`src/spmm_pkg.sv`:
```
package spmm_pkg;

  localparam int unsigned RAM_BYTES = 131072;
  localparam int unsigned ROM_BYTES = 65536;

  localparam int unsigned PHYS_W = 17;

  typedef enum logic [1:0] {
    MODE_TRANSLATE = 2'd0,
    MODE_WRITE     = 2'd1,
    MODE_READ      = 2'd2,
    MODE_UNUSED    = 2'd3
  } mode_t;

  typedef enum logic [1:0] {
    REGION_RAM   = 2'd0,
    REGION_ROM   = 2'd1,
    REGION_IO    = 2'd2,
    REGION_EMPTY = 2'd3
  } region_t;

  typedef enum logic [1:0] {
    MOTOR_NONE  = 2'd0,
    MOTOR_START = 2'd1,
    MOTOR_STOP  = 2'd2,
    MOTOR_RSVD  = 2'd3
  } motor_t;

  localparam logic [15:0] BANK_SELECT_BIT = 16'h0800;
  localparam logic [15:0] ROM_SELECT_MASK = 16'h001b;
  localparam logic [7:0]  UPPER_ROM_PAGE0 = 8'h80;
  localparam logic [7:0]  UPPER_ROM_PAGE1 = 8'h81;
  localparam logic [7:0]  UPPER_ROM_PAGE2 = 8'h82;
  localparam logic [7:0]  UPPER_ROM_PAGE3 = 8'h83;
  localparam logic [15:0] READ_BASE       = 16'hc000;
  localparam logic [15:0] READ_TAPE_BIT   = 16'h0020;
  localparam logic [15:0] READ_KEY_BIT    = 16'h0040;
  localparam logic [15:0] READ_WRITTEN_BIT = 16'h0004;

  localparam logic [PHYS_W-1:0] RAM_MASK = PHYS_W'(RAM_BYTES - 1);
  localparam logic [PHYS_W-1:0] ROM_MASK = PHYS_W'(ROM_BYTES - 1);

  typedef struct packed {
    logic [7:0] upper_window;
    logic [2:0] lower_window_page;
  } window_t;

  typedef struct packed {
    logic [15:0] read_data;
    logic        beeper_level;
    logic [1:0]  motor_command;
  } port_result_t;

  typedef struct packed {
    logic [1:0]  mode;
    logic [15:0] cpu_address;
    logic [15:0] write_data;
    logic        low_byte_enable;
    logic        tape_running;
    logic        tape_recording;
    logic        tape_level_high;
    logic        key_held_flag;
  } item_t;

endpackage

```
`src/spmm_translate.sv`:
```
module spmm_translate (
  input  logic                          disk_interface_present,
  input  spmm_pkg::window_t             window,
  input  logic [15:0]                   cpu_address,
  output logic [1:0]                    region,
  output logic [spmm_pkg::PHYS_W-1:0]   phys_address
);
  import spmm_pkg::*;

  logic [15:0]       a;
  logic [13:0]       off16;
  logic [12:0]       off8;
  region_t           r;
  logic [PHYS_W-1:0] p;

  always_comb begin
    a     = {cpu_address[15:1], 1'b0};
    off16 = a[13:0];
    off8  = a[12:0];
    if (a[15:14] == 2'b00) begin
      r = REGION_RAM;
      p = {3'd6, off16};
    end else if (a[15:14] == 2'b01) begin
      r = REGION_RAM;
      p = {window.lower_window_page, off16};
    end else if (a[15:14] == 2'b10) begin
      if (window.upper_window[7]) begin
        r = REGION_ROM;
        p = {1'b0, window.upper_window[1:0], off16};
      end else begin
        r = REGION_RAM;
        p = {window.upper_window[2:0], off16};
      end
    end else if (a[13] == 1'b0) begin
      r = REGION_ROM;
      p = {1'b0, 3'b100, off8};
    end else if (disk_interface_present) begin
      if (a[15:9] != 7'h7f) begin
        r = REGION_ROM;
        p = {1'b0, 3'b101, off8};
      end else begin
        r = REGION_IO;
        p = {1'b0, a};
      end
    end else begin
      if (a[15:8] != 8'hff) begin
        r = REGION_EMPTY;
        p = '0;
      end else begin
        r = REGION_IO;
        p = {1'b0, a};
      end
    end
    if (r == REGION_RAM) begin
      p = p & RAM_MASK;
    end else if (r == REGION_ROM) begin
      p = p & ROM_MASK;
    end
    region       = r;
    phys_address = p;
  end

endmodule

```
`src/spmm_port.sv`:
```
module spmm_port (
  input  logic                   clk,
  input  logic                   rst,
  input  logic                   step,
  input  spmm_pkg::item_t        item,
  output spmm_pkg::window_t      window,
  output spmm_pkg::port_result_t result
);
  import spmm_pkg::*;

  window_t window_next;
  logic    port_written_flag;
  logic    port_written_flag_next;
  logic    beeper_state;
  logic    beeper_state_next;
  logic [15:0] val;

  always_comb begin
    val                    = item.write_data;
    window_next            = window;
    port_written_flag_next = port_written_flag;
    beeper_state_next      = beeper_state;
    result.read_data       = '0;
    result.motor_command   = MOTOR_NONE;
    unique case (mode_t'(item.mode))
      MODE_WRITE: begin
        if ((val & BANK_SELECT_BIT) != '0) begin
          if ((val & ROM_SELECT_MASK) != '0) begin
            priority if (val[4]) begin
              window_next.upper_window = UPPER_ROM_PAGE3;
            end else if (val[3]) begin
              window_next.upper_window = UPPER_ROM_PAGE2;
            end else if (val[1]) begin
              window_next.upper_window = UPPER_ROM_PAGE1;
            end else begin
              window_next.upper_window = UPPER_ROM_PAGE0;
            end
          end else begin
            window_next.upper_window = {5'd0, val[10:8]};
          end
          window_next.lower_window_page = val[14:12];
        end else if (item.low_byte_enable) begin
          if (!val[7] && !item.tape_running) begin
            result.motor_command = MOTOR_START;
          end else if (val[7] && item.tape_running && !item.tape_recording) begin
            result.motor_command = MOTOR_STOP;
          end
          beeper_state_next      = val[6];
          port_written_flag_next = 1'b1;
        end
      end
      MODE_READ: begin
        result.read_data = READ_BASE;
        if (port_written_flag) begin
          result.read_data       = result.read_data | READ_WRITTEN_BIT;
          port_written_flag_next = 1'b0;
        end
        if (item.tape_running && !item.tape_recording && item.tape_level_high) begin
          result.read_data = result.read_data | READ_TAPE_BIT;
        end
        if (!item.key_held_flag) begin
          result.read_data = result.read_data | READ_KEY_BIT;
        end
      end
      default: begin
      end
    endcase
    result.beeper_level = beeper_state_next;
  end

  always_ff @(posedge clk) begin
    if (rst) begin
      window.upper_window      <= UPPER_ROM_PAGE0;
      window.lower_window_page <= '0;
      port_written_flag        <= 1'b0;
      beeper_state             <= 1'b0;
    end else if (step) begin
      window            <= window_next;
      port_written_flag <= port_written_flag_next;
      beeper_state      <= beeper_state_next;
    end
  end

endmodule

```
`src/system_port_memory_mapper_core.sv`:
```
// System port and bank mapper. Each input word either translates a CPU address into a
// region and word-aligned physical address, writes the system port (bank select or
// beeper and tape motor control), reads the port, or in the unused mode changes no
// state. A word is taken into an input register, decoded combinationally against the
// current bank and port state, and lands in a result register; one word per cycle is
// sustained while the consumer takes results. The result register holds while the
// consumer stalls, and the input side keeps accepting as long as the decode stage can
// move. The disk interface register is written through the configuration channel,
// which is always ready.
module system_port_memory_mapper_core (
  input  logic                         clk,
  input  logic                         rst,
  input  logic                         cfg_valid,
  output logic                         cfg_ready,
  input  logic                         cfg_data,
  input  logic                         in_valid,
  output logic                         in_ready,
  input  logic [1:0]                   mode,
  input  logic [15:0]                  cpu_address,
  input  logic [15:0]                  write_data,
  input  logic                         low_byte_enable,
  input  logic                         tape_running,
  input  logic                         tape_recording,
  input  logic                         tape_level_high,
  input  logic                         key_held_flag,
  output logic                         out_valid,
  input  logic                         out_ready,
  output logic [1:0]                   region,
  output logic [spmm_pkg::PHYS_W-1:0]  phys_address,
  output logic [15:0]                  read_data,
  output logic                         beeper_level,
  output logic [1:0]                   motor_command
);
  import spmm_pkg::*;

  logic              disk_interface_present;
  logic              stage_valid;
  item_t             stage;
  logic              advance;
  window_t           window;
  port_result_t      port_result;
  logic [1:0]        xlat_region;
  logic [PHYS_W-1:0] xlat_phys;

  assign cfg_ready = 1'b1;
  assign advance   = stage_valid && (!out_valid || out_ready);
  assign in_ready  = !stage_valid || advance;

  always_ff @(posedge clk) begin
    if (rst) begin
      disk_interface_present <= 1'b0;
    end else if (cfg_valid && cfg_ready) begin
      disk_interface_present <= cfg_data;
    end
  end

  always_ff @(posedge clk) begin
    if (rst) begin
      stage_valid <= 1'b0;
    end else if (in_ready) begin
      stage_valid <= in_valid;
    end
  end

  always_ff @(posedge clk) begin
    if (in_valid && in_ready) begin
      stage.mode            <= mode;
      stage.cpu_address     <= cpu_address;
      stage.write_data      <= write_data;
      stage.low_byte_enable <= low_byte_enable;
      stage.tape_running    <= tape_running;
      stage.tape_recording  <= tape_recording;
      stage.tape_level_high <= tape_level_high;
      stage.key_held_flag   <= key_held_flag;
    end
  end

  spmm_port u_port (
    .clk    (clk),
    .rst    (rst),
    .step   (advance),
    .item   (stage),
    .window (window),
    .result (port_result)
  );

  spmm_translate u_translate (
    .disk_interface_present (disk_interface_present),
    .window                 (window),
    .cpu_address            (stage.cpu_address),
    .region                 (xlat_region),
    .phys_address           (xlat_phys)
  );

  always_ff @(posedge clk) begin
    if (rst) begin
      out_valid <= 1'b0;
    end else if (advance) begin
      out_valid <= 1'b1;
    end else if (out_ready) begin
      out_valid <= 1'b0;
    end
  end

  always_ff @(posedge clk) begin
    if (advance) begin
      if (stage.mode == MODE_TRANSLATE) begin
        region       <= xlat_region;
        phys_address <= xlat_phys;
      end else begin
        region       <= '0;
        phys_address <= '0;
      end
      read_data     <= port_result.read_data;
      beeper_level  <= port_result.beeper_level;
      motor_command <= port_result.motor_command;
    end
  end

endmodule

```
`config.mk`:
```
export PLATFORM = sky130hd
export DESIGN_NAME = system_port_memory_mapper_core
export DESIGN_NICKNAME = d
export VERILOG_FILES = /design/src/spmm_pkg.sv /design/src/spmm_translate.sv /design/src/spmm_port.sv /design/src/system_port_memory_mapper_core.sv
export SDC_FILE = /design/constraint.sdc
export NUM_CORES = 1
export LEC_CHECK = 0
export ABC_AREA = 0
export BUFFER_PORTS_ARGS = -buffer_cell sky130_fd_sc_hd__buf_4
export CORE_ASPECT_RATIO = 0.7
export CORE_UTILIZATION = 50
export CTS_CLUSTER_DIAMETER = 200
export DETAILED_ROUTE_END_ITERATION = 12
export PLACE_DENSITY = 0.77
export SLEW_MARGIN = 20
export SYNTH_ARGS = -nofsm -noshare
export SYNTH_HDL_FRONTEND = slang
export SYNTH_SLANG_ARGS = --single-unit
```
`constraint.sdc`:
```
create_clock -name clk -period 2 [get_ports clk]
set_input_delay 0.3 -clock clk [delete_from_list [all_inputs] [get_ports clk]]
set_output_delay 0.3 -clock clk [all_outputs]
set_load 0.005 [all_outputs]
```
Word level (Yosys, flattened, before mapping)
Index checks and enable logic that the tools add are counted.
Word-level totals
  bits in registers: 92
  bits of input ports: 45
  output and inout port bits: 41
  word-level logic and storage cells: 91
Operators by class
  equal/unequal tests: 9
  muxes and demuxes: 35
  bitwise operators: 2
  reduce and logical (&&, ||, !) cells: 24
Operators with widths (number)
  17-bit two-way mux: 8
  16-bit two-way mux: 2
  2-bit two-way mux: 8
  8-bit two-way mux: 2
  16-bit nonzero test: 1
  1-bit two-way mux: 11
  8-bit inequality test (second input constant): 1
  1-bit logical AND: 7
  7-bit two-way mux: 1
  7-bit inequality test (second input constant): 1
  2-bit by 1-bit equality test with 1-bit output (second input constant): 3
  2-bit zero test: 3
  6-bit two-way mux: 1
  1-bit zero test: 5
  2-bit equality test (second input constant): 2
  2-bit inequality test (second input constant): 2
  4-bit AND reduction: 1
  2-bit nonzero test: 2
  4-bit OR reduction: 1
  3-bit two-way mux: 1
  3-bit AND reduction: 1
  3-bit OR reduction: 1
  1-bit logical OR: 2
  1-bit inverter: 2
  1-bit case mux with 2 select lines: 1

Logic depth before layout (Yosys ltp)
  depth after elaboration: 10
  gate-level depth with buffers: 5
  mapped depth without buffers: 4

By module
From an unflattened synthesis, not the netlist that was laid out.
Second synthesis, totals
  cell total of the unflattened synthesis: 229
  area total of the unflattened synthesis: 3539.6 um^2
Modules (own cells, without submodules)
  system_port_memory_mapper_core: instances 1, cells an instance 113, area an instance 2602.5 um^2, sequential area each 2372.3 um^2
  spmm_port: instances 1, cells an instance 73, area an instance 624.3 um^2, sequential area each 180.2 um^2
  spmm_translate: instances 1, cells an instance 43, area an instance 312.8 um^2, sequential area each 0.0 um^2

Worst setup path before layout
OpenSTA, ideal clock, no wires.
  path type: reg2reg
  from: register out_valid
  to: register stage[0] in the netlist's numbering, enable pin
  library setup time: 0.395 ns
  arrival: 1.422 ns
  data required time: 1.605 ns
  slack: 0.182 ns
  stages on the path, launching flop included: 4
  path buffers: 0
  clock period less this slack: 1.818 ns
  path through: dfxtp_1 > nor2b_1 > nand2_1 > and2_1
Between the ends
  cells in the longest elaborated chain, start to end: 5
Ends and longest elaborated chain
  from (decl): line system_port_memory_mapper_core.sv:26  | output logic out_valid,
  from (signal assigned): line system_port_memory_mapper_core.sv:97  | out_valid <= 1'b0;
  from (signal assigned): line system_port_memory_mapper_core.sv:99  | out_valid <= 1'b1;
  from (signal assigned): line system_port_memory_mapper_core.sv:101  | out_valid <= 1'b0;
  1-bit zero test: line system_port_memory_mapper_core.sv:46  | assign advance = stage_valid && (!out_valid || out_ready);
  1-bit logical OR: line system_port_memory_mapper_core.sv:46
  1-bit logical AND: line system_port_memory_mapper_core.sv:46
  1-bit logical OR: line system_port_memory_mapper_core.sv:47  | assign in_ready = !stage_valid || advance;
  named net in_ready: line system_port_memory_mapper_core.sv:17  | output logic in_ready,
  1-bit logical AND: line system_port_memory_mapper_core.sv:66  | if (in_valid && in_ready) begin
  to (decl): line system_port_memory_mapper_core.sv:38  | item_t stage;
The timed path passes the listed nets, and every way through them passes these cells.
A chain may end at the register's enable or synchronous reset.

Final worst setup path
  from: register stage[38] in the netlist's numbering
  to: register phys_address[15] in the netlist's numbering (data pin)
Between the ends
  cells in the longest elaborated chain, start to end: 1
Ends and longest elaborated chain
  2-bit zero test: line system_port_memory_mapper_core.sv:107  | if (stage.mode == MODE_TRANSLATE) begin
  to (signal assigned): line system_port_memory_mapper_core.sv:109  | phys_address <= xlat_phys;
  to (decl): line system_port_memory_mapper_core.sv:29  | output logic [spmm_pkg::PHYS_W-1:0] phys_address,
No other way between the ends.

==> impl_results.md <==
* Status: completed
* Hold-fix buffer count after cts at 0
* Placed cell area at approximately 0.0033 mm^2
* CP Cell Sequence: or2_1 -> a21oi_2 -> o311a_1
* Routed Antenna Nets at 0
* Leak pwr at roughly 1.4 nW
* CTS tree: yes
* Synth top area share at about two thirds
* Port Buffer Count at 68
* Die width at between 90 and 100 um
* Register area share after synthesis at roughly three quarters
* Die area at about 0.0059 mm^2
* Remaining Overflow, GRT at 0
* Post-synthesis register bit count at a little over 70
* Via density at 4.727
* Crit path depth at 3
* Pwr dens at 862.4 mW/mm^2
* TritonCTS buffer count at 9
* Setup crit end kind: flip-flop
* VDD IR-drop max at around 0.0005 V
* Sw Pwr at 0.0006008 W
* Max stage delay on crit path at approximately 0.47 ns
* # IOs at 86
* Setup Viol. Count Final at 0
* Critical path origin: stage[38]
* Post-Place Worst Slack at 0.4090 ns
* Max cap viols at 0
* First DRT Iteration DRCs at between 60 and 70
* WP buf/inv at 0
* Row Count at 22
* Slowest CP cell: edfxtp_1
* Initial antenna violation count at 0
* GR Util All Layers at around 16%
* WL per Instance at around 13 um
* Switch share at between 15 and 20%
* Post-synthesis area per instance at ~15 um^2
* Delay-heaviest family, CP: compound AO/OA/AOI/OAI gates
* WS Path Type: flip-flop to flip-flop
* Commonest cells after routing, fill and taps aside: buf_4 (72), edfxtp_1 (60), nor2_1 (15)
* Startpoint types: flip-flop
* Final count of hold timing violations at 0
* Reg power frac at between 50% and 60%
* Setup tns final at 0 ns
* Die Ht at roughly 64 um
* Worst Hold Class: primary input to flip-flop
* Util after Layout at 66.34%
* Post-CTS sizing at 0
* Async S/R FF share, synth at 0%
* Detailed-route DRC error count at 0
* Minimum clock period at about 1.6 ns
* Commonest non-fill, non-tap cell in the layout: buf_4
* CP max FO at 8
* Worst EP arrival at ~1.8 ns
* Crit share post-route at 78.04%
* Global-route wire length before repair at roughly 7000 um
* Syn. warnings at 0
* Design area at roughly 0.0035 mm^2
* Core Area at between 0.005 and 0.006 mm^2
* Worst-path clk slew at 0.07 ns
* Longest Clk Path Bufs at 2
* H-tree levels at 3
* Synth area leaders: edfxtp_1 (65%), dfxtp_1 (8.6%), buf_4 (4.3%)
* Final HPWL DP at 3084 um
* Post-Syn Instances at roughly 190
* Cell taking the most area after synthesis: edfxtp_1
* Fmax at about 0.64 GHz
* Top FF cell, synth: edfxtp_1
* Clock power share at about 36%
* Origin of the critical flop-to-flop path: stage[38]
* Reg2Reg Depth at 3
* Register-to-register setup slack at 0.44 ns
* Vias in the first global route at between 1500 and 2000
* CP Data Required Time at about 2.2 ns
* Total length of routed wires at 4331 um
* Layout cells sized above 1 at 36.06%
* Clock sinks at 72
* Nets at ~310
* Internal power at between 0.002 and 0.0025 W
* RR Endpoint: phys_address[15]
* Unrepaired setup endpoints after global routing: no
* Worst setup endpoint: phys_address[15]
* Setup ws final at approximately 0.44 ns
* Placer Congestion at 0.7831
* Area Growth Syn to Fin at 26.10%
* Pins Over Slew Limit at 0
* Post-synth EDFFs at 60
* Mapped Area at between 0.002 and 0.003 mm^2
* Clock latency on the worst-skew pair at about 0.33 ns
* DR vias at approximately 1600
* Post-CTS setup repair buffer count at 0
* Post-synth cell types at 42
* Root buf cell: clkbuf_8
* Comb pwr share at under 10%
* Largest net degree at the start of global routing at 36
* Hold depth at 1
* Pre-antenna DRT Iters at 4
* Initial Utilization at between 50% and 60%
* Antenna cells at 0
* Worst Skew at between 0.008 and 0.009 ns
-- worst min path at each step --
stage	startpoint	to	slack [ns]
6_report	cpu_address[14]	stage[35]	0.14
5_1_grt	write_data[13]	stage[18]	0.11
3_5_place_dp	u_port.port_written_flag	u_port.port_written_flag	0.45
2_1_floorplan	rst	u_port.window[10]	0.40
4_1_cts	cpu_address[2]	stage[23]	0.12
3_3_place_gp	u_port.beeper_state	u_port.beeper_state	0.44
-- kinds of logic (layout without fill, tap and decap cells) --
family | Yosys count | after routing | share of synthesized area [%]
AND/OR/NAND/NOR | 64 | 64 | 13.10
buffers and inverters | 22 | 92 | 5.445
flip-flops | 72 | 72 | 73.45
other | 2 | 13 | 0.2701
AO/OA/AOI/OAI | 23 | 23 | 5.896
multiplexers | 5 | 5 | 1.845
-- synthesized netlist by cell type, types with 2 or more instances --
cell	instances
or2_1	2
a21oi_2	2
edfxtp_1	60
nand2_1	11
conb_1	2
and2_1	10
nor2_1	15
nand3_1	5
nor2b_1	4
dfxtp_1	12
mux2i_1	4
a21oi_1	11
and3_1	2
nand2b_1	2
buf_4	16
inv_1	4
-- stage by stage --
step,hold slack [ns],power (W),std cells
detailed placement,0.4542,0.001978,325
floorplan,0.3952,0.001869,199
global route,0.1100,0.003148,341
finish,0.1385,0.003023,341
global placement,0.4419,0.001970,325
CTS,0.1180,0.003057,341
-- flip-flops by register name (all words and copies together) (netlist names) --
signal and count:
stage_valid 1, phys_address 16, region 2, stage 35
u_port.beeper_state 1, disk_interface_present 1, u_port.port_written_flag 1, read_data 4
out_valid 1, motor_command 2, beeper_level 1, u_port.window 7
-- layout make-up --
class / instances / area (um^2)
sequential: 72 / 2042
fill: 396 / 1779
multi-input combinational: 105 / 628.1
timing repair buffer: 72 / 540.5
clock buffer: 12 / 145.1
tap: 72 / 90.09
clock inverter: 4 / 45.04
inverter: 4 / 15.01
-- power groups by stage --
stage / Sequential (W) / Combinational, W / Clock [W]
6_report: 0.00174 / 0.000204 / 0.00108
5_1_grt: 0.00175 / 0.000226 / 0.00118
3_5_place_dp: 0.00177 / 0.000206 / 0
3_3_place_gp: 0.00177 / 0.000201 / 0
2_1_floorplan: 0.00177 / 0.000101 / 0
4_1_cts: 0.00174 / 0.000207 / 0.00111
-- layer usage --
layer / vias to the layer above / track usage (%) / wire [um]
met5: - / 0 / 0
met4: 0 / 6.548 / 14
met3: 2 / 5.952 / 237
met2: 49 / 27.56 / 2188
met1: 750 / 18.38 / 1890
li1: 811 / - / -
-- worst register-to-register path: cells and delay by family, from the launching register on --
kind | cells | cell delay [ns]
AND/OR/NAND/NOR | 1 | 0.38
flip-flops | 1 | 0.47
AO/OA/AOI/OAI | 2 | 0.58
No activity file was read; power rests on OpenSTA's default activity.
